File: config.mk
export PLATFORM = sky130hd
export DESIGN_NAME = evpnf_fifo
export DESIGN_NICKNAME = d
export VERILOG_FILES = /design/src/rtl/evpnf_fifo.sv
export SDC_FILE = /design/constraint.sdc
export NUM_CORES = 1
export LEC_CHECK = 0
export ABC_AREA = 1
export BUFFER_PORTS_ARGS = -buffer_cell sky130_fd_sc_hd__buf_2
export CELL_PAD_IN_SITES_DETAIL_PLACEMENT = 0
export CELL_PAD_IN_SITES_GLOBAL_PLACEMENT = 2
export CORE_MARGIN = 2
export CORE_UTILIZATION = 35
export CTS_CLUSTER_DIAMETER = 40
export DETAILED_ROUTE_END_ITERATION = 10
export PLACE_DENSITY_LB_ADDON = 0.1
export REMOVE_ABC_BUFFERS = 1
export SYNTH_ARGS = -nofsm -noshare
export SYNTH_HDL_FRONTEND = slang
export SYNTH_SLANG_ARGS = --single-unit
File: constraint.sdc
create_clock -name clk -period 2.85 [get_ports clk]
set_clock_uncertainty 0.05 [all_clocks]
set_input_delay 0.1425 -clock clk [delete_from_list [all_inputs] [get_ports clk]]
set_output_delay 0.1425 -clock clk [all_outputs]
set_load 0.02 [all_outputs]
File: src/rtl/evpnf_fifo.sv
// ----------------------------------------------------------------------------
// Small register queue
// Decouples the request front end from the back end, and the back end from
// the result consumer.
// ----------------------------------------------------------------------------
`default_nettype none

module evpnf_fifo #(
  parameter int WIDTH = 8,
  parameter int DEPTH = 2
) (
  input  wire logic             clk,
  input  wire logic             rst,
  input  wire logic             push,
  input  wire logic [WIDTH-1:0] wdata,
  output logic                  full,
  input  wire logic             pop,
  output logic      [WIDTH-1:0] rdata,
  output logic                  empty
);

  localparam int PW = (DEPTH > 1) ? $clog2(DEPTH) : 1;
  localparam int CW = $clog2(DEPTH + 1);

  logic [WIDTH-1:0] mem [DEPTH];
  logic [PW-1:0] wptr;
  logic [PW-1:0] rptr;
  logic [CW-1:0] count;
  logic do_push;
  logic do_pop;

  assign full = (count == CW'(DEPTH));
  assign empty = (count == '0);
  assign rdata = mem[rptr];
  assign do_push = push && !full;
  assign do_pop = pop && !empty;

  always_ff @(posedge clk) begin
    if (do_push) begin
      mem[wptr] <= wdata;
    end
    if (rst) begin
      wptr <= '0;
      rptr <= '0;
      count <= '0;
    end else begin
      if (do_push) begin
        wptr <= (wptr == PW'(DEPTH - 1)) ? '0 : wptr + 1'b1;
      end
      if (do_pop) begin
        rptr <= (rptr == PW'(DEPTH - 1)) ? '0 : rptr + 1'b1;
      end
      if (do_push && !do_pop) begin
        count <= count + 1'b1;
      end else if (do_pop && !do_push) begin
        count <= count - 1'b1;
      end
    end
  end

endmodule

`default_nettype wire

## Word level (Yosys, flattened, before mapping)

Memory sizes are Yosys's and may differ from the RTL's. A register that Yosys moved wholly into a read port is not among the register bits.
Index checks and enable logic that the tools add are counted.

| word-level totals | value |
|---|---|
| word-level logic and storage cells | 27 |
| memories kept | 1 |
| ROM bits | 0 |
| bits in writable memories | 16 |
| register bits after elaboration | 4 |
| bits in latches | 0 |

| cells by class | value |
|---|---|
| bitwise gates (word level) | 0 |
| multiply operators | 0 |
| equality and inequality tests | 1 |
| shifts and indexed selects | 0 |
| reduce and logical (&&, ||, !) cells | 10 |
| add/sub/neg operators | 4 |
| magnitude comparators | 0 |
| div/mod/pow operators | 0 |
| mux-type cells | 8 |

Memories:

| name | words | width | rd ports | clocked after Yosys merged registers in | wr ports | line | source |
|---|---|---|---|---|---|---|---|
| mem | 2 | 8 | 1 | 1 | 1 | 25 | `logic [WIDTH-1:0] mem [DEPTH];` |

Operators with widths:

| kind | count |
|---|---|
| $mux W1 | 6 |
| $logic_and A1 B1 Y1 | 4 |
| $logic_not A1 Y1 | 4 |
| $mux W2 | 2 |
| $add A1 B1 Y1 const B | 2 |
| $add A2 B1 Y2 const B | 1 |
| $eq A2 B2 Y1 const B | 1 |
| $logic_not A2 Y1 | 1 |
| $reduce_bool A2 Y1 | 1 |
| $sub A2 B1 Y2 const B | 1 |

## Logic depth before layout (Yosys ltp)

Gate-level depths: netlist of the first run.

| depth | value |
|---|---|
| word-level depth | 7 |
| gate-level depth with buffers | 10 |
| depth with buffers taken out | 10 |

## Worst setup path after synthesis of the first run

OpenSTA, ideal clock, no wires.

| path | value |
|---|---|
| kind | reg-to-reg |
| start point | register count[0] |
| end point | memory mem[1][0], enable pin |
| data arrival time | 0.951 ns |
| slack | 1.479 ns |
| path buffers | 0 |
| cell stages (with the launch flop) | 3 |
| data required time | 2.430 ns |
| path through | dfxtp_1 > o21ai_2 > nor2_1 |

| on the way | value |
|---|---|
| word-level cells in the longest chain between the ends | 5 |

RTL lines:

| element | line | source |
|---|---|---|
| start, declared | 28 | `logic [CW-1:0] count;` |
| start signal, assigned | 54 | `count <= count + 1'b1;` |
| start signal, assigned | 56 | `count <= count - 1'b1;` |
| $eq A2 B2 Y1 | 32 | `assign full = (count == CW'(DEPTH));` |
| $logic_not A1 Y1 | 35 | `assign do_push = push && !full;` |
| $logic_and A1 B1 Y1 | 35 |  |
| $mux W1 | 39 | `if (do_push) begin` |
| $mux W1 (implied by the code) | 40 | `mem[wptr] <= wdata;` |
| end, declared | 25 |  |

No other way between the ends.

## Worst setup path after layout of the first run

Same ends and word-level chain as after synthesis.

==> summary.md, run 1 <==
Synthesis handed over a netlist of 62 instances. For this block, wires on met1 add up to 641 µm. The final count of pins violating max slew was 0. The final routed wirelength across all metal layers was 1340 µm; the layout cell share with drive strength beyond 1 was 0.404. The endpoint required time on the critical path was 2.74 ns.

The run finished with clean final reports. OpenSTA, run right after detailed placement, puts the worst setup slack at 1.22 ns. At the end of routability-driven placement, the weighted congestion stood at 0.707. The first global-routing pass estimated 2150 µm of wire.

Once detailed placement completed, the half-perimeter wirelength came to 944 µm. Entering global routing, the biggest net connects 13 pins. The endpoint type of the worst setup path was a flop.

For the pin with the worst max-slew slack, the measured transition is 0.691 ns. The tools report the number of DRC markers in iteration 0 as 3. Routed signal wires occupy layers up through met3. The static power due to leakage was 0.442 nW. The clock tree buffer depth was 2.

The relative max-transition margin is 0.537. The net count of the finished layout is 108. The basic-gate share of the synthesized area counting and, or, nand and nor cells works out to 0.0831.

The top cell types in the final layout, fill and taps aside, are sky130_fd_sc_hd__buf_2 (21), sky130_fd_sc_hd__edfxtp_1 (16), sky130_fd_sc_hd__nor2_1 (9). The buffer type at the clock tree root is sky130_fd_sc_hd__clkbuf_4. The distinct cell type count of the synthesized netlist was 16; the detailed-route DRC error count was 0. The total number of H-tree levels came out at 1. TritonCTS built the clock tree. Measured along the x axis, the die boundary spans 52.6 µm. The area growth from synthesis to layout was 29.3%; the number of post-CTS setup repair buffers was 0. The ratio of final minimum period to clock period was 0.566; the leftover overflow at the end of global routing was 0.

The main combinational cell family by area after synthesis was multiplexers. The effective utilization at floorplan is 0.371. Complex-gate fraction of the synthesized area: 0.0453. The number of routed nets with antenna violations is 0. The maximum vdd drop came out at 0.448 mV. The run gives 0.113 as the total global-route track usage. The logs give 0 for the number of antenna cells inserted and 828 µm² for the mapped cell area.

The first TritonRoute pass finished after 3 iterations. Sum of met2 wire segment lengths after detailed routing: 624 µm. In this run, post-CTS repair resized a total of 0 instances. The floorplan has 17 rows. The post-synthesis share of cell area spent on full adders, half adders and majority gates is 0.0151, and the total of endpoints with negative setup slack in the final report is 0. Power per cell area: 808 mW/mm². The maximum fanout encountered on the critical timing path came out at 8. The die covers 0.00277 mm². The run gives 531 as the total via count in the routed design.

In this run the standard cell core region covers 0.00223 mm². For the overall power consumption, the log shows 866 µW. In the post-route analysis, the smallest setup slack over all paths is 1.24 ns. The final number of hold-violating endpoints is 0, and the largest stage delay on the critical path is 0.55 ns.

TritonCTS created 3 clock buffers. The clock reaches the later pin of the worst-skew pair after 0.29 ns. After clock tree synthesis, the clock-pin slew on the worst setup and hold paths is 0.11 ns. In the final routed layout, each cell accounts on average for 11.0 µm. For this run, the top clock speed supported by timing is 619 MHz. The share of synthesized area occupied by flip-flops and latches came out at 0.701. The commonest non-fill, non-tap cell in the layout was sky130_fd_sc_hd__buf_2. Number of port buffers: 21.

The tools report the number of global-route vias before repair as 492. The initial antenna violation count was 0; the post-synthesis register bit count was 21. The startpoint class of the critical path is a flop.

22 I/O pins were placed. After routing, the total negative slack on setup checks comes to 0 ns. The height of the die was 52.6 µm; the total of warnings raised by yosys was 0.

Share of the synthesized netlist area taken by xor and xnor gates: 0. Setup repair after global routing left no endpoint under its margin. The critical path start-end classification is flop to flop. Traced cell by cell, the critical path runs through o21ai_2 > nor2_1. The final critical path time including I/O delays and setup is 1.61 ns.

The tools report the max-capacitance violation count as 0. The per-instance average area after synthesis is 13.4 µm². The clock net in this run drives a total of 21 sinks. Dividing the detail-routed via count by the number of cells gives 4.35. The proportion of synthesized area in mux cells is 0.109, and the arrival time at the worst endpoint is 1.50 ns. In the detailed route, the total length drawn on met3 is 73 µm. Among all stages on the critical path, the largest delay is contributed by sky130_fd_sc_hd__nor2_1. The tightest min-delay check is of the input pin to flop type.
## per-stage QoR
step	area [µm²]	utilization	hold slack [ns]	cells
6_report	1070	0.480	0.0923	122
5_1_grt	1070	0.480	0.0885	122
3_5_place_dp	963	0.431	0.283	110
2_1_floorplan	823	-	0.191	61
3_3_place_gp	963	0.431	0.280	110
4_1_cts	1070	0.480	0.0902	122
## sequential cells by signal, summed over array words and instances, names as in the netlist, named ones only
register  cells
count         2
mem          16
wptr          1
rptr          1
## layout make-up
type / instances / area, µm²
Sequential cell: 21 / 581
Clock buffer: 3 / 22.5
Clock inverter: 1 / 5.00
Inverter: 9 / 33.8
Fill cell: 222 / 1160
Tap cell: 28 / 35.0
Timing Repair Buffer: 29 / 185
Multi-Input combinational cell: 31 / 209
## worst paths after layout
kind	start	end	slack (ns)	cells past startpoint
worst max register to register	count[0]$_SDFFE_PP0P_	mem[1][0]$_DFFE_PP_	1.24	2
worst min-delay path	rst	count[1]$_SDFFE_PP0P_	0.09	4
worst max-delay path	count[0]$_SDFFE_PP0P_	mem[1][0]$_DFFE_PP_	1.24	2
worst min register to register	wptr$_SDFFE_PP0N_	wptr$_SDFFE_PP0N_	0.46	2
## Yosys cell counts
library cell / number / area (µm²)
sky130_fd_sc_hd__edfxtp_1: 16 / 480
sky130_fd_sc_hd__nor2_1: 9 / 33.8
sky130_fd_sc_hd__mux2_2: 8 / 90.1
sky130_fd_sc_hd__inv_1: 7 / 26.3
sky130_fd_sc_hd__dfxtp_1: 5 / 100
sky130_fd_sc_hd__nand2_1: 4 / 15.0
sky130_fd_sc_hd__inv_2: 2 / 7.51
sky130_fd_sc_hd__o21ai_0: 2 / 10.0
sky130_fd_sc_hd__o21ai_2: 2 / 17.5
sky130_fd_sc_hd__a21oi_1: 1 / 5.00
sky130_fd_sc_hd__and2_4: 1 / 8.76
sky130_fd_sc_hd__buf_2: 1 / 5.00
sky130_fd_sc_hd__ha_1: 1 / 12.5
sky130_fd_sc_hd__nand3_1: 1 / 5.00
sky130_fd_sc_hd__nand4_1: 1 / 6.26
sky130_fd_sc_hd__o21ai_1: 1 / 5.00
## routing by layer
metal,vias to the layer above,track usage
li1,277,-
met1,242,0.148
met2,12,0.169
met3,0,0.0371
met4,0,0.0513
met5,-,0
## timing repair
action,4_1_cts,5_1_grt
hold endpoints to repair,16,0
hold buffers,8,0
setup endpoints to repair,0,0
## cell families (layout without fill, tap and decap cells)
group	Yosys count	after routing
flops	21	21
compound gates	6	6
mux	8	8
simple gates	16	16
fa+ha+maj	1	1
buf+inv	10	42
## worst max-delay path, delay by kind of cell, from the launching register on
| kind | cells | cell delay, ns |
|---|---|---|
| compound gates | 1 | 0.14 |
| flops | 1 | 0.52 |
| simple gates | 1 | 0.55 |
## where the power goes
group / internal, mW / total, mW / switching, mW / leakage (nW)
combinational: 0.124 / 0.293 / 0.170 / 0.233
clock: 0.0522 / 0.137 / 0.0844 / 0.0177
sequential: 0.391 / 0.436 / 0.0450 / 0.191
total: 0.567 / 0.866 / 0.299 / 0.442
Note: power is estimated with default switching activity, not from simulation.
==> run 2: changes to the inputs <==
--- a/config.mk
+++ b/config.mk
@@ -10,7 +10,7 @@
 export CELL_PAD_IN_SITES_DETAIL_PLACEMENT = 0
 export CELL_PAD_IN_SITES_GLOBAL_PLACEMENT = 2
 export CORE_MARGIN = 2
-export CORE_UTILIZATION = 35
+export CORE_UTILIZATION = 29
 export CTS_CLUSTER_DIAMETER = 40
 export DETAILED_ROUTE_END_ITERATION = 10
 export PLACE_DENSITY_LB_ADDON = 0.1
==> constraint.sdc (replaced) <==
create_clock -name clk -period 1.4 [get_ports clk]
set_clock_uncertainty 0.05 [all_clocks]
set_input_delay 0.07 -clock clk [delete_from_list [all_inputs] [get_ports clk]]
set_output_delay 0.07 -clock clk [all_outputs]
set_load 0.02 [all_outputs]
==> run 2 against run 1 <==
Compared with the run above: via count up 8.3%; hold slack worse by 0.080 ns; die area rose by 19%; largest cell class unchanged; largest power group unchanged.
==> summary.md, run 2 (same netlist as run 1, synthesis figures left out) <==
The total via count in the routed design came out at 575 (+8.3%). The logs give 4 (+1) for the iteration count of the initial detailed-routing pass and 743 MHz for the highest achievable clock rate. The run gives 0.744 (+5.2%) as the weighted congestion reported at the end of routability-driven placement.

The count of non-filler cells in the finished layout came out at 134 (+9.8%). The number of vias per cell was 4.29 (-1.4%). Start point of the worst hold path: rst. The logs give 0.890 (+0.352) for the relative max-transition margin and 12 (+9) for the number of DRC markers in iteration 0. The tools report the initial antenna violation count as 0 (unchanged). Pin count of the biggest net entering global routing: 13 (unchanged). The height of the die is 57.4 µm (+9.1%). Walking the worst path, the cells encountered are mux2_2 > buf_2.

Number of placed I/O pins: 22 (unchanged). Setup slack on the worst flop-to-flop path: 0.08 ns (-1.16 ns). The logs give 0.00119 mm² (+11%) for the cell area after layout and 2 (unchanged) for the clock tree buffer depth. The register clock-pin slew on the reported worst setup and hold paths was 0.11 ns (about the same); the number of routed nets with antenna violations was 0 (unchanged). The count of fill cells added during filler insertion was 259 (+17%); the sum of met2 wire segment lengths after detailed routing was 713 µm (+14%). For the detailed-route DRC error count, the log shows 0 (unchanged). For the leftover overflow at the end of global routing, the log shows 0 (unchanged). The run gives 0.848 mV (+89%) as the maximum vdd drop.

TritonCTS built the clock tree. In the layout the commonest cells are sky130_fd_sc_hd__buf_2 (20), sky130_fd_sc_hd__edfxtp_1 (16), sky130_fd_sc_hd__buf_4 (10). Final routed wirelength across all metal layers: 1450 µm (+7.9%). Type of the tightest min-delay check: input pin to flop. The run gives 577 (+17%) as the number of global-route vias before repair. For hold timing, the worst endpoint is count[1]$_SDFFE_PP0P_. The count of nets after finishing is 117 (+8.3%), and the worst hold slack is 0.0127 ns (-0.0796 ns). The die extent in x works out to 57.4 µm (+9.1%). The library cell used most frequently in the layout, excluding fill and tap cells, is sky130_fd_sc_hd__buf_2. The tools report the final cell utilization of the core as 0.434 (-0.0457). The layout cell share with drive strength beyond 1 is 0.524 (+0.120). For the clock latency on the worst-skew pair, the log shows 0.30 ns (about the same). STA classifies the critical path endpoint as an output pin.

The logs give 0.0996 (-0.0132) for the total global-route track usage and 0 ns (unchanged) for the setup TNS. The static power due to leakage came out at 0.493 nW (+11%). Clock tree synthesis selected as its root buffer the cell sky130_fd_sc_hd__clkbuf_4. Setup repair after global routing could not meet its margin everywhere. Counting I/O delays and the setup requirement, the final critical path takes 1.35 ns. The largest stage delay on the critical path is 0.43 ns (-0.12 ns). The run finished with clean final reports.

The pin slew with the least headroom to its limit works out to 0.165 ns (-0.526 ns). The ratio of final minimum period to clock period works out to 0.961. The post-placement cell area was 0.00101 mm² (+5.1%). The largest registers in the layout are mem (16), count (2). Register ranked first by flip-flop count: mem. The worst hold path stage count was 4 (unchanged). The largest individual stage delay along the critical path comes from the cell sky130_fd_sc_hd__dfxtp_4.

The detailed router used layers up to and including met4. The sum of met3 wire segment lengths after detailed routing was 63 µm (-14%); the final number of hold-violating endpoints was 0 (unchanged). The logs give 21 (unchanged) for the number of sinks driven by the clock tree and 1.23 ns (-0.27 ns) for the arrival time at the worst endpoint. The maximum fanout encountered on the critical timing path was 8 (unchanged). The core area is 0.00273 mm² (+22%), and the flip-flop count of the largest register after layout is 16 (unchanged).

The number of port buffers came out at 21 (unchanged). The number of antenna cells inserted was 0 (unchanged). The worst setup path is launched from a flop. The tools report the area of the die as 0.00330 mm² (+19%). The effective utilization at floorplan came out at 0.303 (-0.0679). The length of routed wiring on met1 came out at 642 µm (+0.16%). The count of cells along the worst register-to-register path is 8 (+6), and the max-capacitance violation count is 0 (unchanged). The number of CTS-inserted buffers is 3 (unchanged), and the power per cell area is 1690 mW/mm² (+110%).

The worst reg2reg path endpoint is count[1]$_SDFFE_PP0P_. The wire length of the first global-routing pass came out at 2440 µm (+14%). The worst register-to-register path begins at count[1]$_SDFFE_PP0P_. The logs give 1.28 ns (-1.46 ns) for the endpoint required time on the critical path and 119 (+8.2%) for the placed cell count. The total half-perimeter wirelength after legalization and detailed placement is 1040 µm (+10%), and the number of placement rows is 19 (+2). The total number of H-tree levels is 1 (unchanged), and the total of endpoints with negative setup slack in the final report is 0 (unchanged).

The area growth from synthesis to layout was 43.2%. For the final count of pins violating max slew, the log shows 0 (unchanged). The routed wirelength normalized by instance count works out to 10.8 µm (-1.7%). The setup path with the least slack is of type flop to output pin.
-- run 2: changes by cell type in the layout (fill, tap and decap cells not counted), sizes merged --
| cell | before | now |
|---|---|---|
| buf | 21 | 30 |
-- run 2: cell type report --
class / instances / area, µm² / area share
sequential: 21 / 587 / 0.495
timing repair buffer: 38 / 255 / 0.215
inverter: 9 / 36.3 / 0.0306
tap: 31 / 38.8 / 0.0327
clock inverter: 1 / 5.00 / 0.00422
multi-input combinational: 31 / 241 / 0.204
clock buffer: 3 / 22.5 / 0.0190
-- run 2: per-stage QoR --
step	total power [mW]	setup WS (ns)
after floorplan	1.31	0.0288
after global placement	1.56	-0.0264
after detailed placement	1.56	-0.0592
after CTS	1.92	0.0183
after global routing	2.16	-0.0104
final	2.01	0.0549
-- run 2: worst max-delay path, delay by kind of cell, from the launching register on --
family / cells / cell delay [ns]
muxes: 1 / 0.34
DFF: 1 / 0.43
buffers and inverters: 1 / 0.16
-- run 2: worst max path at each step --
stage,to,depth (start not counted),startpoint,slack (ns)
floorplan,mem[1][0]$_DFFE_PP_,2,count[0]$_SDFFE_PP0P_,0.03
global placement,count[1]$_SDFFE_PP0P_,9,count[1]$_SDFFE_PP0P_,-0.03
detailed placement,count[1]$_SDFFE_PP0P_,9,count[1]$_SDFFE_PP0P_,-0.06
CTS,rdata[1],2,flop,0.02
global route,rdata[3],2,flop,-0.01
finish,rdata[1],2,flop,0.05
-- run 2: per-layer routing --
layer  track usage  vias up
li1              -      292
met1         0.113      267
met2         0.166       12
met3        0.0272        4
met4        0.0598        0
met5             0        -
-- run 2: power by group --
group | leakage (nW) | internal [mW] | switching [mW]
Sequential | 0.192 | 0.806 | 0.0828
Combinational | 0.283 | 0.410 | 0.424
Clock | 0.0177 | 0.106 | 0.178
-- run 2: repair_timing --
action / 4_1_cts / 5_1_grt
gates resized for setup: 6 / 6
hold endpoints to repair: 16 / 0
cloned: 0 / 0
hold buffers: 8 / 0
buffers inserted: 1 / 2
pin swaps: 0 / 5
setup endpoints to repair: 9 / 8
