### config.mk
export PLATFORM = sky130hd
export DESIGN_NAME = evpnf_front
export DESIGN_NICKNAME = d
export VERILOG_FILES = /design/src/rtl/evpnf_pkg.sv /design/src/rtl/evpnf_front.sv
export SDC_FILE = /design/constraint.sdc
export NUM_CORES = 1
export LEC_CHECK = 0
export CAP_MARGIN = 30
export CORE_ASPECT_RATIO = 1.75
export CORE_MARGIN = 5
export CORE_UTILIZATION = 30
export DETAILED_ROUTE_END_ITERATION = 7
export DONT_BUFFER_PORTS = 1
export MAX_ROUTING_LAYER = met4
export SLEW_MARGIN = 20
export SYNTH_ARGS = -nofsm -noshare
export SYNTH_HDL_FRONTEND = slang
export SYNTH_SLANG_ARGS = --single-unit
### constraint.sdc
create_clock -name clk -period 5.8 [get_ports clk]
set_input_delay 0.58 -clock clk [delete_from_list [all_inputs] [get_ports clk]]
set_output_delay 0.58 -clock clk [all_outputs]
set_load 0.005 [all_outputs]
### src/rtl/evpnf_pkg.sv
// ----------------------------------------------------------------------------
// Event pixel neighbour filter package
// Shared types and constants for the request path, the command queue and the
// result path.
// ----------------------------------------------------------------------------
`default_nettype none

package evpnf_pkg;

  localparam int CRD_W = 9;
  localparam int CNT_W = 6;
  localparam int CFG_IDX_W = 8;
  localparam logic [15:0] NO_CLUSTER = 16'hFFFF;

  localparam logic [1:0] REQ_CHECK = 2'd0;
  localparam logic [1:0] REQ_ADD = 2'd1;
  localparam logic [1:0] REQ_FLUSH = 2'd2;

  localparam logic [1:0] RK_TOTAL = 2'd0;
  localparam logic [1:0] RK_COUNT = 2'd1;
  localparam logic [1:0] RK_ADD = 2'd2;
  localparam logic [1:0] RK_REMOVE = 2'd3;

  localparam logic [CFG_IDX_W-1:0] CFG_WIDTH = 8'd0;
  localparam logic [CFG_IDX_W-1:0] CFG_HEIGHT = 8'd1;
  localparam logic [CFG_IDX_W-1:0] CFG_FILTER = 8'd2;
  localparam logic [CFG_IDX_W-1:0] CFG_CLUSTER = 8'd3;

  typedef enum logic [1:0] {
    OP_CHECK = 2'd0,
    OP_ADD = 2'd1,
    OP_FLUSH = 2'd2
  } op_t;

  typedef struct packed {
    logic [1:0]  req_type;
    logic [7:0]  pixel_x;
    logic [7:0]  pixel_y;
    logic [31:0] time_value;
    logic [15:0] cluster_id;
  } req_t;

  typedef struct packed {
    logic [1:0]       result_kind;
    logic [15:0]      cluster_out;
    logic [CNT_W-1:0] count_out;
    logic [7:0]       notice_x;
    logic [7:0]       notice_y;
    logic             last_result;
  } res_t;

  typedef struct packed {
    op_t              op;
    logic [7:0]       px;
    logic [7:0]       py;
    logic [31:0]      tval;
    logic [15:0]      cid;
    logic [31:0]      fth;
    logic [31:0]      cth;
    logic [CRD_W-1:0] xs;
    logic [CRD_W-1:0] xe;
    logic [CRD_W-1:0] ys;
    logic [CRD_W-1:0] ye;
  } cmd_t;

endpackage

`default_nettype wire

### src/rtl/evpnf_front.sv
// ----------------------------------------------------------------------------
// Request front end
// Holds the configuration registers, accepts requests, drops those that do
// nothing, and works out windows and the clipped neighbourhood.
// ----------------------------------------------------------------------------
`default_nettype none

module evpnf_front import evpnf_pkg::*; #(
  parameter int FRAME_WIDTH = 256,
  parameter int FRAME_HEIGHT = 256
) (
  input  wire logic                 clk,
  input  wire logic                 rst,
  input  wire logic                 push,
  output logic                      full,
  input  wire req_t                 req,
  input  wire logic                 clearing,
  input  wire logic                 q_full,
  output logic                      q_push,
  output cmd_t                      q_data,
  input  wire logic                 cfg_valid,
  output logic                      cfg_ready,
  input  wire logic [CFG_IDX_W-1:0] cfg_index,
  input  wire logic [31:0]          cfg_data
);

  logic [8:0] width_in_use;
  logic [8:0] height_in_use;
  logic [31:0] filter_window;
  logic [31:0] cluster_window;
  logic [CRD_W-1:0] wl;
  logic [CRD_W-1:0] hl;
  logic [CRD_W-1:0] xp2;
  logic [CRD_W-1:0] yp2;
  logic in_frame;
  logic keep;

  assign cfg_ready = 1'b1;
  assign full = q_full || clearing;

  always_ff @(posedge clk) begin
    if (rst) begin
      width_in_use <= 9'd256;
      height_in_use <= 9'd256;
      filter_window <= 32'd10000;
      cluster_window <= 32'd10000;
    end else if (cfg_valid) begin
      case (cfg_index)
        CFG_WIDTH: width_in_use <= cfg_data[8:0];
        CFG_HEIGHT: height_in_use <= cfg_data[8:0];
        CFG_FILTER: filter_window <= cfg_data;
        CFG_CLUSTER: cluster_window <= cfg_data;
        default: ;
      endcase
    end
  end

  always_comb begin
    wl = (32'(width_in_use) < FRAME_WIDTH) ? width_in_use : CRD_W'(FRAME_WIDTH);
    hl = (32'(height_in_use) < FRAME_HEIGHT) ? height_in_use : CRD_W'(FRAME_HEIGHT);
    xp2 = CRD_W'(req.pixel_x) + CRD_W'(2);
    yp2 = CRD_W'(req.pixel_y) + CRD_W'(2);
    in_frame = (32'(req.pixel_x) < FRAME_WIDTH) && (32'(req.pixel_y) < FRAME_HEIGHT);
    q_data.op = OP_CHECK;
    keep = 1'b0;
    case (req.req_type)
      REQ_CHECK: begin
        q_data.op = OP_CHECK;
        keep = 1'b1;
      end
      REQ_ADD: begin
        q_data.op = OP_ADD;
        keep = in_frame;
      end
      REQ_FLUSH: begin
        q_data.op = OP_FLUSH;
        keep = in_frame;
      end
      default: keep = 1'b0;
    endcase
    q_data.px = req.pixel_x;
    q_data.py = req.pixel_y;
    q_data.tval = req.time_value;
    q_data.cid = req.cluster_id;
    q_data.fth = (req.time_value >= filter_window) ? req.time_value - filter_window : '0;
    q_data.cth = (req.time_value >= cluster_window) ? req.time_value - cluster_window : '0;
    q_data.xs = (req.pixel_x != '0) ? CRD_W'(req.pixel_x) - 1'b1 : '0;
    q_data.ys = (req.pixel_y != '0) ? CRD_W'(req.pixel_y) - 1'b1 : '0;
    q_data.xe = (xp2 > wl) ? wl : xp2;
    q_data.ye = (yp2 > hl) ? hl : yp2;
    q_push = push && !full && keep;
  end

endmodule

`default_nettype wire

After elaboration in Yosys (flattened, before gate mapping)
Cells that the tools add are included.

Add/subtract/negate cells: 6. Multiply operators: 0. Div/mod/pow operators: 0. $lt $le $gt $ge: 6. Equal/unequal tests: 5. Shifts and indexed selects: 0. Muxes and demuxes: 10. Bitwise gates (word level): 0. Reduce and logical (&&, ||, !) cells: 13.

Operator list (number): 32-bit >= comparator (2); 32-bit 2-to-1 mux (2); 32-bit subtractor (2); 9-bit 2-to-1 mux (6); 8-bit by 2-bit adder with 9-bit output, second input constant (2); 9-bit greater-than comparator (2); 9-bit < comparator, second input constant (2); 8-bit by 1-bit subtractor with 9-bit output, second input constant (2); 8-bit by 2-bit == test with 1-bit output, second input constant (2); 8-bit nonzero test (2); 8-bit by 1-bit == test with 1-bit output, second input constant (1); 8-bit logical NOT (1); 2-bit AND reduction (4); 2-bit one-hot mux with 2 select lines (1); 3-bit OR reduction (1); 2-bit by 1-bit == test with 1-bit output, second input constant (1); 2-bit == test, second input constant (1); 1-bit logical AND (2); 2-bit logical NOT (1); 1-bit logical NOT (1); 1-bit logical OR (1); 1-bit 2-to-1 mux (1).

Register bits: 82. Bits in latches: 0. Bits in writable memories: 0. Memory bits (read-only): 0. Input bits: 112. Output and inout bits: 169. Word-level logic and storage cells: 44. Memories: 0.

Longest topological paths before layout
Gate-level depths: netlist of the first run.

Word-level depth: 4. Depth in mapped cells: 13. Mapped depth without buffers: 11.

Worst setup path before layout of the first run
OpenSTA, ideal clock, no wires.

Path type: input port to output port. From: in req[16] (netlist bit). To: out q_data[64] (netlist bit). Arrival time: 2854 ps. Data required time: 5220 ps. Path slack: 2366 ps. Stages on the path: 11. Buffers on the path: 0. Path through: inv_1 ha_1 fa_1 nand2b_1 a21oi_1 a211oi_1 or4_1 or3b_2 a31oi_1 xor2_1 nor2_1.

RTL lines: start, declared (line evpnf_front.sv:16) `input wire req_t req,`; end, declared (line evpnf_front.sv:20) `output cmd_t q_data,`.

==> results by group, run 1 <==
Status
  – Status: complete, no violations

Run
  – MaxCap Viol Count: 0

Place
  – Hpwl dp: 26300 um
  – Gpl congestion: 0.972
  – Placed Area: 0.00869 mm^2
  – IO buf count: 0
  – Post-placement cell count: 1524

Pwr
  – Leakage: 3.61 nW
  – Seq pwr share: 35.9%
  – Clock power share: 39.0%
  – Switching share of power: 31.8%
  – Cell internal pwr: 1.07 mW
  – Switch Pwr: 499 uW
  – Combinational power share: 25.1%
  – Power per cell area: 175 mW/mm^2
  – VDD IR max: 0.000137 V

Yosys
  – Async S/R FF share, synth: 0%
  – Post-Syn Instances: 1249
  – Mapped Area: 0.00883 mm^2
  – Post-synth cell types: 69
  – #FFs+latches synth: 82
  – Main synth FF type: dfxtp_1
  – Mapped Avg Cell Area: 7.07 um^2
  – EDFF count, synth: 0
  – Register area share after synthesis: 18.6%
  – Warnings, synthesis: 0

Route
  – Vias per inst: 5.37
  – Final WL: 31600 um
  – DRT Pass-1 Iters: 5
  – Post-route ant nets: 0
  – Initial DRC count: 405
  – DRC viols: 0
  – Via Count: 8271
  – Drt wl/cell: 20.5 um

Clock tree
  – CTS max path bufs: 2
  – CTS Root Cell: clkbuf_16
  – CTS tree: done
  – Skew-Pair Late Insertion Delay: 340 ps
  – Clk slew on worst S/H paths: 60 ps
  – Count of hold-fix buffers inserted at cts: 0
  – H-tree levels: 3
  – Post-CTS sizing: 0
  – Post-CTS setup buffer count: 0
  – Clock sink count: 82
  – Clock buffer count from CTS: 9

Final layout
  – Antenna cells: 0
  – Sequential cell area: 0.00164 mm^2
  – Final net count: 1358
  – Core Util, Final: 30.8%
  – Final instance area: 0.00900 mm^2
  – Most frequent cells in the layout: nand2_1 (187), nor2_1 (119), a21oi_1 (114)
  – Footprint of the multi-input gates: 0.00611 mm^2
  – Area Growth Syn to Fin: 1.96%
  – Layout cell share with drive strength beyond 1: 5.18%
  – Filler instances: 3207
  – Finished Layout Cells: 1541
  – Most common cell after layout, fill and taps aside: nand2_1

Worst hold path
  – Hold WC Path Type: in -> reg

GRT
  – Grt ovf: 0
  – Largest net degree at the start of global routing: 83
  – First-pass GRT wire length: 47200 um
  – Initial antenna violation count: 0
  – Total GRT Usage: 18.9%
  – Number of global-route vias before repair: 8135

Die
  – Core Rows: 83
  – IO Pins: 281
  – Core box area: 0.0292 mm^2
  – Die Y: 237 um
  – Die Wd: 140 um
  – Full die area: 0.0331 mm^2
  – Initial core utilization: 30.2%

Setup path
  – CP Launch Type: primary input
  – CP max stage delay: 580 ps
  – Crit path required time: 5220 ps
  – Crit path max fanout: 22
  – Crit path buffers/inverters: 2
  – Setup Crit Path Kind: in -> out
  – Worst EP arrival: 3810 ps
  – CP endpoint kind: output pin
  – CP dominant cell by count: nand2b_1
  – Family with the most delay on the worst path: simple AND/OR/NAND/NOR gates
  – Slowest CP cell: nor4b_1
  – Worst-path cell chain: inv_1, ha_1, fa_1, nand2b_1, a21oi_1, o2111ai_1, nand4_1, a2111oi_0, o21a_1, nand2b_1, buf_4, nor4b_1

Timing
  – Fmax: 228 MHz
  – Max Clock Skew: 0 ps
  – Endpoints failing hold: 0
  – Tcrit/Tclk final: 75.7%
  – Final min period: 4390 ps
  – Setup_tns: 0 ps
  – RSZ-0062 raised after global routing: no
  – Worst slew pin tran: 865 ps
  – Final slew viol count: 0
  – Count of final setup violators: 0
  – Relative slew slack: 42.0%
[final timing paths]
path                                   startpoint                 to  slack, ps  depth (start not counted)
worst max-delay path                      req[16]         q_data[58]       1410                         12
worst min-delay path                          rst   height_in_use[7]        300                          1
worst max register to register    width_in_use[8]    width_in_use[8]       4790                          3
worst min register to register  filter_window[30]  filter_window[30]        450                          2
[flip-flops by register name (all words and copies together), names as in the netlist]
signal and count:
height_in_use 9, width_in_use 9, cluster_window 32, filter_window 32
[area by class of cell]
class / instances / share of cell area, %
Inverter: 99 / 4.13
Clock inverter: 3 / 0.514
Clock buffer: 13 / 2.89
Sequential cell: 82 / 18.2
Tap cell: 382 / 5.31
Timing Repair Buffer: 12 / 1.01
Multi-Input combinational cell: 950 / 67.9
[power groups by stage]
stage / Combinational, mW / Clock (mW) / Sequential, mW
after detailed placement: 0.394 / 0 / 0.577
after global routing: 0.434 / 0.658 / 0.564
after CTS: 0.396 / 0.630 / 0.564
after floorplan: 0.336 / 0 / 0.577
after global placement: 0.390 / 0 / 0.577
final: 0.395 / 0.613 / 0.564
[kinds of logic after synthesis]
family	synth area share, %
DFF	18.6
muxes	4.55
xor gates and xnor gates	5.16
and+or+nand+nor	24.5
AOI/OAI and AO/OA	21.6
other	0.0851
adders and majority gates	13.2
buffers and inverters	12.4
[metrics by stage]
stage,hold WS [ps],power (mW),worst slack [ps]
after detailed placement,441,0.971,1520
final,302,1.57,1410
after global routing,295,1.66,1290
after CTS,296,1.59,1500
after floorplan,436,0.913,2370
after global placement,438,0.967,1450
[metal layers]
| metal | global-route usage [%] | vias to the layer above | part of all wire (%) |
|---|---|---|---|
| met5 | - | - | 0 |
| met4 | 13.6 | 0 | 8.2 |
| met3 | 4.20 | 101 | 5.9 |
| met2 | 35.5 | 287 | 54 |
| met1 | 16.1 | 3859 | 32 |
| li1 | - | 4024 | - |
[Yosys cell counts (9+ instances only)]
cell      count  area [um^2]
o21a_1       16          120
mux2i_1      21          210
buf_2        17         85.1
xnor2_1      28          245
a21o_1       45          338
nand4_1       9         56.3
nand2_1     187          702
mux2_2       17          191
nand3_1      30          150
nor3_1       23          115
a21oi_1     114          571
inv_1        99          372
dfxtp_1      82         1640
nor2b_1      23          144
nand2b_1     12         75.1
and3_1       16          100
buf_4        67          503
xor2_1       24          210
o21bai_1     10         75.1
clkbuf_1     33          124
o21ai_0      39          195
ha_1         90         1130
a211oi_1     10         75.1
nor2_1      119          447
[worst reg2reg max path, cell delays in order, from the launching register on]
cell and delay [ps]:
dfxtp_1 390, inv_1 180, nor2_1 70, a211o_1 260
Note: power is estimated with default switching activity, not from simulation.
==> inputs of run 2 (changes only) <==
==> constraint.sdc (replaced) <==
create_clock -name clk -period 3.8 [get_ports clk]
set_input_delay 0.38 -clock clk [delete_from_list [all_inputs] [get_ports clk]]
set_output_delay 0.38 -clock clk [all_outputs]
set_load 0.005 [all_outputs]
==> run 2 against run 1 <==
Via count rose by 2.3%. The run now ends with DRC left. Register-to-register slack lost 2000 ps. Clock power grew 47%. First-iteration DRC count down 3.0%. Sequential power increased by 53%.
==> results by group, run 2 (same netlist as run 1, synthesis figures left out) <==
Timing
  – Endpoints failing hold: 0 (unchanged)
  – RSZ-0062 raised after global routing: yes
  – Fmax: 271 MHz
  – Max Clock Skew: 0 ps (unchanged)
  – Final slew viol count: 0 (unchanged)
  – Tcrit/Tclk final: 97.2%
  – Final min period: 3690 ps
  – Count of final setup violators: 0 (unchanged)
  – Worst slew pin tran: 781 ps (-83.9 ps)
  – Relative slew slack: 47.6% (+5.6 points)

Die
  – Full die area: 0.0331 mm^2 (unchanged)
  – Core Rows: 83 (unchanged)
  – Die Y: 237 um (unchanged)
  – IO Pins: 281 (unchanged)
  – Initial core utilization: 30.2% (unchanged)
  – Core box area: 0.0292 mm^2 (unchanged)
  – Die Wd: 140 um (unchanged)

Clock tree
  – Clk slew on worst S/H paths: 70 ps (about the same)
  – Clock sink count: 82 (unchanged)
  – Clock buffer count from CTS: 9 (unchanged)
  – CTS max path bufs: 2 (unchanged)
  – CTS Root Cell: clkbuf_16
  – CTS tree: done
  – H-tree levels: 3 (unchanged)
  – Skew-Pair Late Insertion Delay: 360 ps (+20 ps)
  – Count of hold-fix buffers inserted at cts: 0 (unchanged)

Setup path
  – Worst EP arrival: 3310 ps (-500 ps)
  – CP Launch Point: cluster_window[4]
  – Reg2reg end: width_in_use[8]
  – Worst R2R Start: width_in_use[8]
  – CP Launch Type: flop
  – Crit path required time: 3420 ps (-1800 ps)
  – Setup Crit Path Kind: reg -> out
  – FF-to-FF setup slack: 2840 ps (-1950 ps)
  – CP endpoint kind: output pin
  – R2R cell count: 3 (unchanged)
  – Crit path max fanout: 5 (-77%)

Final layout
  – Most common cell after layout, fill and taps aside: nand2_1
  – Area Growth Syn to Fin: 8.53%
  – Antenna cells: 0 (unchanged)
  – Filler instances: 3200 (-0.22%)
  – Largest registers: cluster_window x32, filter_window x32
  – Layout cell share with drive strength beyond 1: 11.7% (+6.5 points)
  – Most frequent cells in the layout: nand2_1 (187), nor2_1 (119), a21oi_1 (109)
  – Core Util, Final: 32.8% (+2.0 points)
  – Finished Layout Cells: 1596 (+3.6%)
  – Final net count: 1414 (+4.1%)

Pwr
  – Seq pwr share: 34.8% (-1.1 points)
  – Switching share of power: 32.1% (+0.32 points)
  – Cell internal pwr: 1.68 mW (+57%)
  – Design Power: 2.48 mW (+58%)
  – Leakage: 3.92 nW (+8.5%)
  – Switch Pwr: 795 uW (+59%)
  – VDD IR max: 0.000239 V (+74%)
  – Combinational power share: 28.9% (+3.8 points)
  – Power per cell area: 259 mW/mm^2 (+48%)
  – Clock power share: 36.3% (-2.7 points)

Place
  – Post-placement cell count: 1580 (+3.7%)
  – Hpwl dp: 25900 um (-1.3%)
  – Gpl congestion: 0.947 (-2.6%)
  – IO buf count: 0 (unchanged)

Route
  – Via Count: 8459 (+2.3%)
  – Final WL: 32000 um (+1.1%)
  – Drt wl/cell: 20.0 um (-2.4%)
  – Initial DRC count: 393 (-3.0%)
  – Post-route ant nets: 0 (unchanged)
  – Vias per inst: 5.30 (-1.3%)
  – DRC viols: 8 (+8)
  – DRT Pass-1 Iters: 8 (+3)

GRT
  – First-pass GRT wire length: 47200 um (-0.12%)
  – Initial antenna violation count: 0 (unchanged)
  – Total GRT Usage: 18.9% (about the same)
  – Number of global-route vias before repair: 8364 (+2.8%)
  – Grt ovf: 0 (unchanged)
  – Largest net degree at the start of global routing: 83 (unchanged)

Worst hold path
  – Hold Crit Endpoint: width_in_use[0]
  – Worst Hold Launch: rst
  – Hold path cells: 1 (unchanged)
  – Hold WC Path Type: in -> reg

Status
  – Failing checks: DRC
  – Status: finished with violations

Run
  – MaxCap Viol Count: 0 (unchanged)
==> run 2: per-stage QoR <==
step	instance area [um^2]	hold WS (ps)	setup TNS [ps]	worst slack, ps
after floorplan	8830	436	0	766
after global routing	9580	79.5	-31.8	-15.5
after detailed placement	9110	443	0	76.7
final	9580	90.6	0	107
after CTS	9420	82.4	-52.0	-28.4
after global placement	9090	437	0	31.3
==> run 2: how the worst max path moves through the flow <==
| stage | end | slack, ps | depth (start not counted) |
|---|---|---|---|
| after floorplan | q_data[64] | 770 | 11 |
| after global placement | q_data[97] | 30 | 13 |
| after detailed placement | q_data[97] | 80 | 13 |
| after CTS | q_data[97] | -30 | 11 |
| after global routing | q_data[67] | -20 | 12 |
| final | q_data[67] | 110 | 11 |
==> run 2: power by group through the flow <==
stage          clock network (mW)  registers (mW)  logic (mW)
2_1_floorplan                   0           0.880       0.513
3_3_place_gp                    0           0.880       0.684
3_5_place_dp                    0           0.881       0.691
4_1_cts                     0.920           0.861       0.698
5_1_grt                     0.962           0.860       0.783
6_report                    0.900           0.861       0.716
==> run 2: layout make-up <==
cell class	count	area, um^2	share of cell area [%]
tap	382	478	4.99
clock inverter	4	51.3	0.535
inverter	99	372	3.88
timing repair buffer	68	523	5.46
sequential	82	1640	17.1
multi-input combinational	950	6280	65.6
clock buffer	11	233	2.43
==> run 2: routing by layer <==
metal  GRT usage [%]  wire length, um  share of wire [%]
met5               -                0                  0
met4            11.3             2320                7.3
met3            4.18             1710                5.4
met2            35.8            17300                 54
met1            16.9            10700                 33
==> run 2: what timing repair did <==
item	in CTS	in global routing
endpoints found under the setup margin	7	46
buffers inserted	0	1
cloned	0	0
resized for setup	8	33
pin swaps	0	4
==> run 2: worst max-delay path: stages (launching register included) <==
cell and delay [ps]:
dfxtp_1 330, inv_1 50, ha_1 350, o211ai_1 160
a21oi_2 80, o211a_1 270, o31a_1 340, o21a_2 270
or2_4 270, or4b_1 500, nor4bb_2 190, buf_4 140
==> inputs of run 3 (changes only) <==
--- a/config.mk
+++ b/config.mk
@@ -9,9 +9,11 @@
 export CORE_ASPECT_RATIO = 1.75
 export CORE_MARGIN = 5
 export CORE_UTILIZATION = 30
+export CTS_CLUSTER_SIZE = 24
 export DETAILED_ROUTE_END_ITERATION = 7
 export DONT_BUFFER_PORTS = 1
 export MAX_ROUTING_LAYER = met4
+export SETUP_SLACK_MARGIN = 0.15
 export SLEW_MARGIN = 20
 export SYNTH_ARGS = -nofsm -noshare
 export SYNTH_HDL_FRONTEND = slang
==> run 3 against run 2 <==
Non-clock buffer count increased by 7. Count of clock-buffer cells in the layout unchanged. Die area unchanged. Flip-flop and latch count unchanged. Global-route usage increased by 0.12 points. Combinational power increased by 6.6%. Critical path depth unchanged. The run now ends clean. Largest cell class unchanged. Critical path type unchanged. Final cell count increased by 0.44%. Clock skew unchanged.
==> results by group, run 3 (same netlist as run 1, synthesis figures left out) <==
Status
  – Status: complete, no violations

Setup path
  – Setup Crit Path Kind: reg -> out
  – Worst-path cell chain: inv_1, ha_4, o211ai_1, a21oi_2, o211a_1, o31a_1, o21a_1, or2_4, or4b_1, nor4bb_4, buf_4
  – Worst R2R Start: width_in_use[8]
  – CP max stage delay: 510 ps (about the same)
  – Crit path required time: 3420 ps (about the same)
  – CP Launch Point: cluster_window[2]
  – Worst EP arrival: 3210 ps (-100 ps)
  – Crit path max fanout: 5 (unchanged)
  – CP Launch Type: flop
  – Slowest CP cell: or4b_1
  – CP endpoint kind: output pin

Die
  – Core box area: 0.0292 mm^2 (unchanged)
  – Core Rows: 83 (unchanged)
  – Initial core utilization: 30.2% (unchanged)
  – Full die area: 0.0331 mm^2 (unchanged)
  – Die Wd: 140 um (unchanged)
  – Die Y: 237 um (unchanged)
  – IO Pins: 281 (unchanged)

Final layout
  – Final instance area: 0.00984 mm^2 (+2.7%)
  – Largest registers: cluster_window x32, filter_window x32
  – Area Growth Syn to Fin: 11.5%
  – Final net count: 1421 (+0.50%)
  – Most common cell after layout, fill and taps aside: nand2_1
  – Layout cell share with drive strength beyond 1: 14.0% (+2.3 points)
  – Core Util, Final: 33.7% (+0.90 points)
  – Antenna cells: 0 (unchanged)
  – Most frequent cells in the layout: nand2_1 (186), nor2_1 (119), a21oi_1 (107)

Pwr
  – Power per cell area: 256 mW/mm^2 (-1.1%)
  – VDD IR max: 0.000231 V (-3.3%)
  – Leakage: 4.01 nW (+2.2%)

Place
  – Hpwl dp: 25900 um (unchanged)
  – Placed Area: 0.00911 mm^2 (unchanged)
  – IO buf count: 0 (unchanged)
  – Gpl congestion: 0.947 (unchanged)

Worst hold path
  – Hold WC Path Type: in -> reg
  – Worst Hold Launch: rst

Route
  – DRC viols: 0 (-8)
  – DRT Pass-1 Iters: 5 (-3)
  – Drt wl/cell: 20.3 um (+1.4%)
  – Vias per inst: 5.33 (+0.48%)
  – Initial DRC count: 437 (+11%)
  – Via Count: 8537 (+0.92%)
  – Post-route ant nets: 0 (unchanged)
  – Final WL: 32600 um (+1.8%)

GRT
  – First-pass GRT wire length: 47400 um (+0.51%)
  – Grt ovf: 0 (unchanged)
  – Largest net degree at the start of global routing: 83 (unchanged)
  – Total GRT Usage: 19.0% (+0.12 points)
  – Initial antenna violation count: 0 (unchanged)
  – Number of global-route vias before repair: 8410 (+0.55%)

Timing
  – Final min period: 3590 ps (-107 ps)
  – Final slew viol count: 0 (unchanged)
  – Worst slew pin tran: 781 ps (unchanged)
  – Fmax: 279 MHz (+3.0%)
  – Relative slew slack: 47.6% (unchanged)
  – Max Clock Skew: 0 ps (unchanged)
  – Endpoints failing hold: 0 (unchanged)
  – Setup_tns: 0 ps (unchanged)
  – RSZ-0062 raised after global routing: yes
  – Count of final setup violators: 0 (unchanged)
  – Tcrit/Tclk final: 94.4% (-2.8 points)

Clock tree
  – CTS Root Cell: clkbuf_16
  – CTS max path bufs: 2 (unchanged)
  – H-tree levels: 3 (unchanged)
  – Clk slew on worst S/H paths: 70 ps (about the same)
  – Clock sink count: 82 (unchanged)
  – CTS tree: done
  – Clock buffer count from CTS: 9 (unchanged)
  – Count of hold-fix buffers inserted at cts: 0 (unchanged)
  – Skew-Pair Late Insertion Delay: 350 ps (about the same)

Run
  – MaxCap Viol Count: 0 (unchanged)
==> run 3: area by class of cell <==
| type | instances | area, um^2 |
|---|---|---|
| Clock buffer | 11 | 233 |
| Clock inverter | 4 | 51.3 |
| Fill cell | 3172 | 19300 |
| Inverter | 99 | 372 |
| Timing Repair Buffer | 75 | 609 |
| Sequential cell | 82 | 1650 |
| Tap cell | 382 | 478 |
| Multi-Input combinational cell | 950 | 6450 |
==> run 3: path summary, 6_finish.rpt <==
path	end	slack, ps	cells past startpoint
worst min register to register	filter_window[29]	450	2
worst max-delay path	q_data[67]	210	11
worst min-delay path	width_in_use[0]	90	1
worst max register to register	width_in_use[8]	2850	3
==> run 3: routing by layer <==
| metal | routed length, um | track usage, % | share of wire, % | up-vias |
|---|---|---|---|---|
| met5 | 0 | - | 0 | - |
| met4 | 2610 | 11.7 | 8.0 | 0 |
| met3 | 1700 | 3.88 | 5.2 | 112 |
| met2 | 17500 | 35.9 | 54 | 300 |
| met1 | 10800 | 17.1 | 33 | 3972 |
| li1 | - | - | - | 4153 |
==> run 3: repair_timing <==
action	CTS	global route
pin swaps	5	13
gates resized for setup	29	50
gates cloned	0	1
endpoints found under the setup margin	43	57
endpoints found under the hold margin	0	0
buffers inserted	1	6
==> run 3: report_power, final <==
group | internal [mW] | total (mW) | switching, mW
registers | 0.860 | 0.861 | 0.000704
clock network | 0.508 | 0.894 | 0.386
logic | 0.342 | 0.763 | 0.421
total | 1.71 | 2.52 | 0.808
==> run 3: worst max-delay path: cells and delay by family (launching register included) <==
kind	cells	cell delay, ps
DFF	1	320
adders and majority gates	1	230
and+or+nand+nor	3	1000
AOI/OAI and AO/OA	5	1090
buffers and inverters	2	210
==> run 3: through the flow <==
step | hold WS, ps | power, mW | instances | setup slack (ps)
finish | 94.3 | 2.52 | 1603 | 214
global route | 80.5 | 2.65 | 1603 | 45.4
CTS | 82.4 | 2.49 | 1596 | 163
detailed placement | 443 | 1.57 | 1580 | 76.7
global placement | 437 | 1.56 | 1578 | 31.3
floorplan | 436 | 1.39 | 1250 | 766
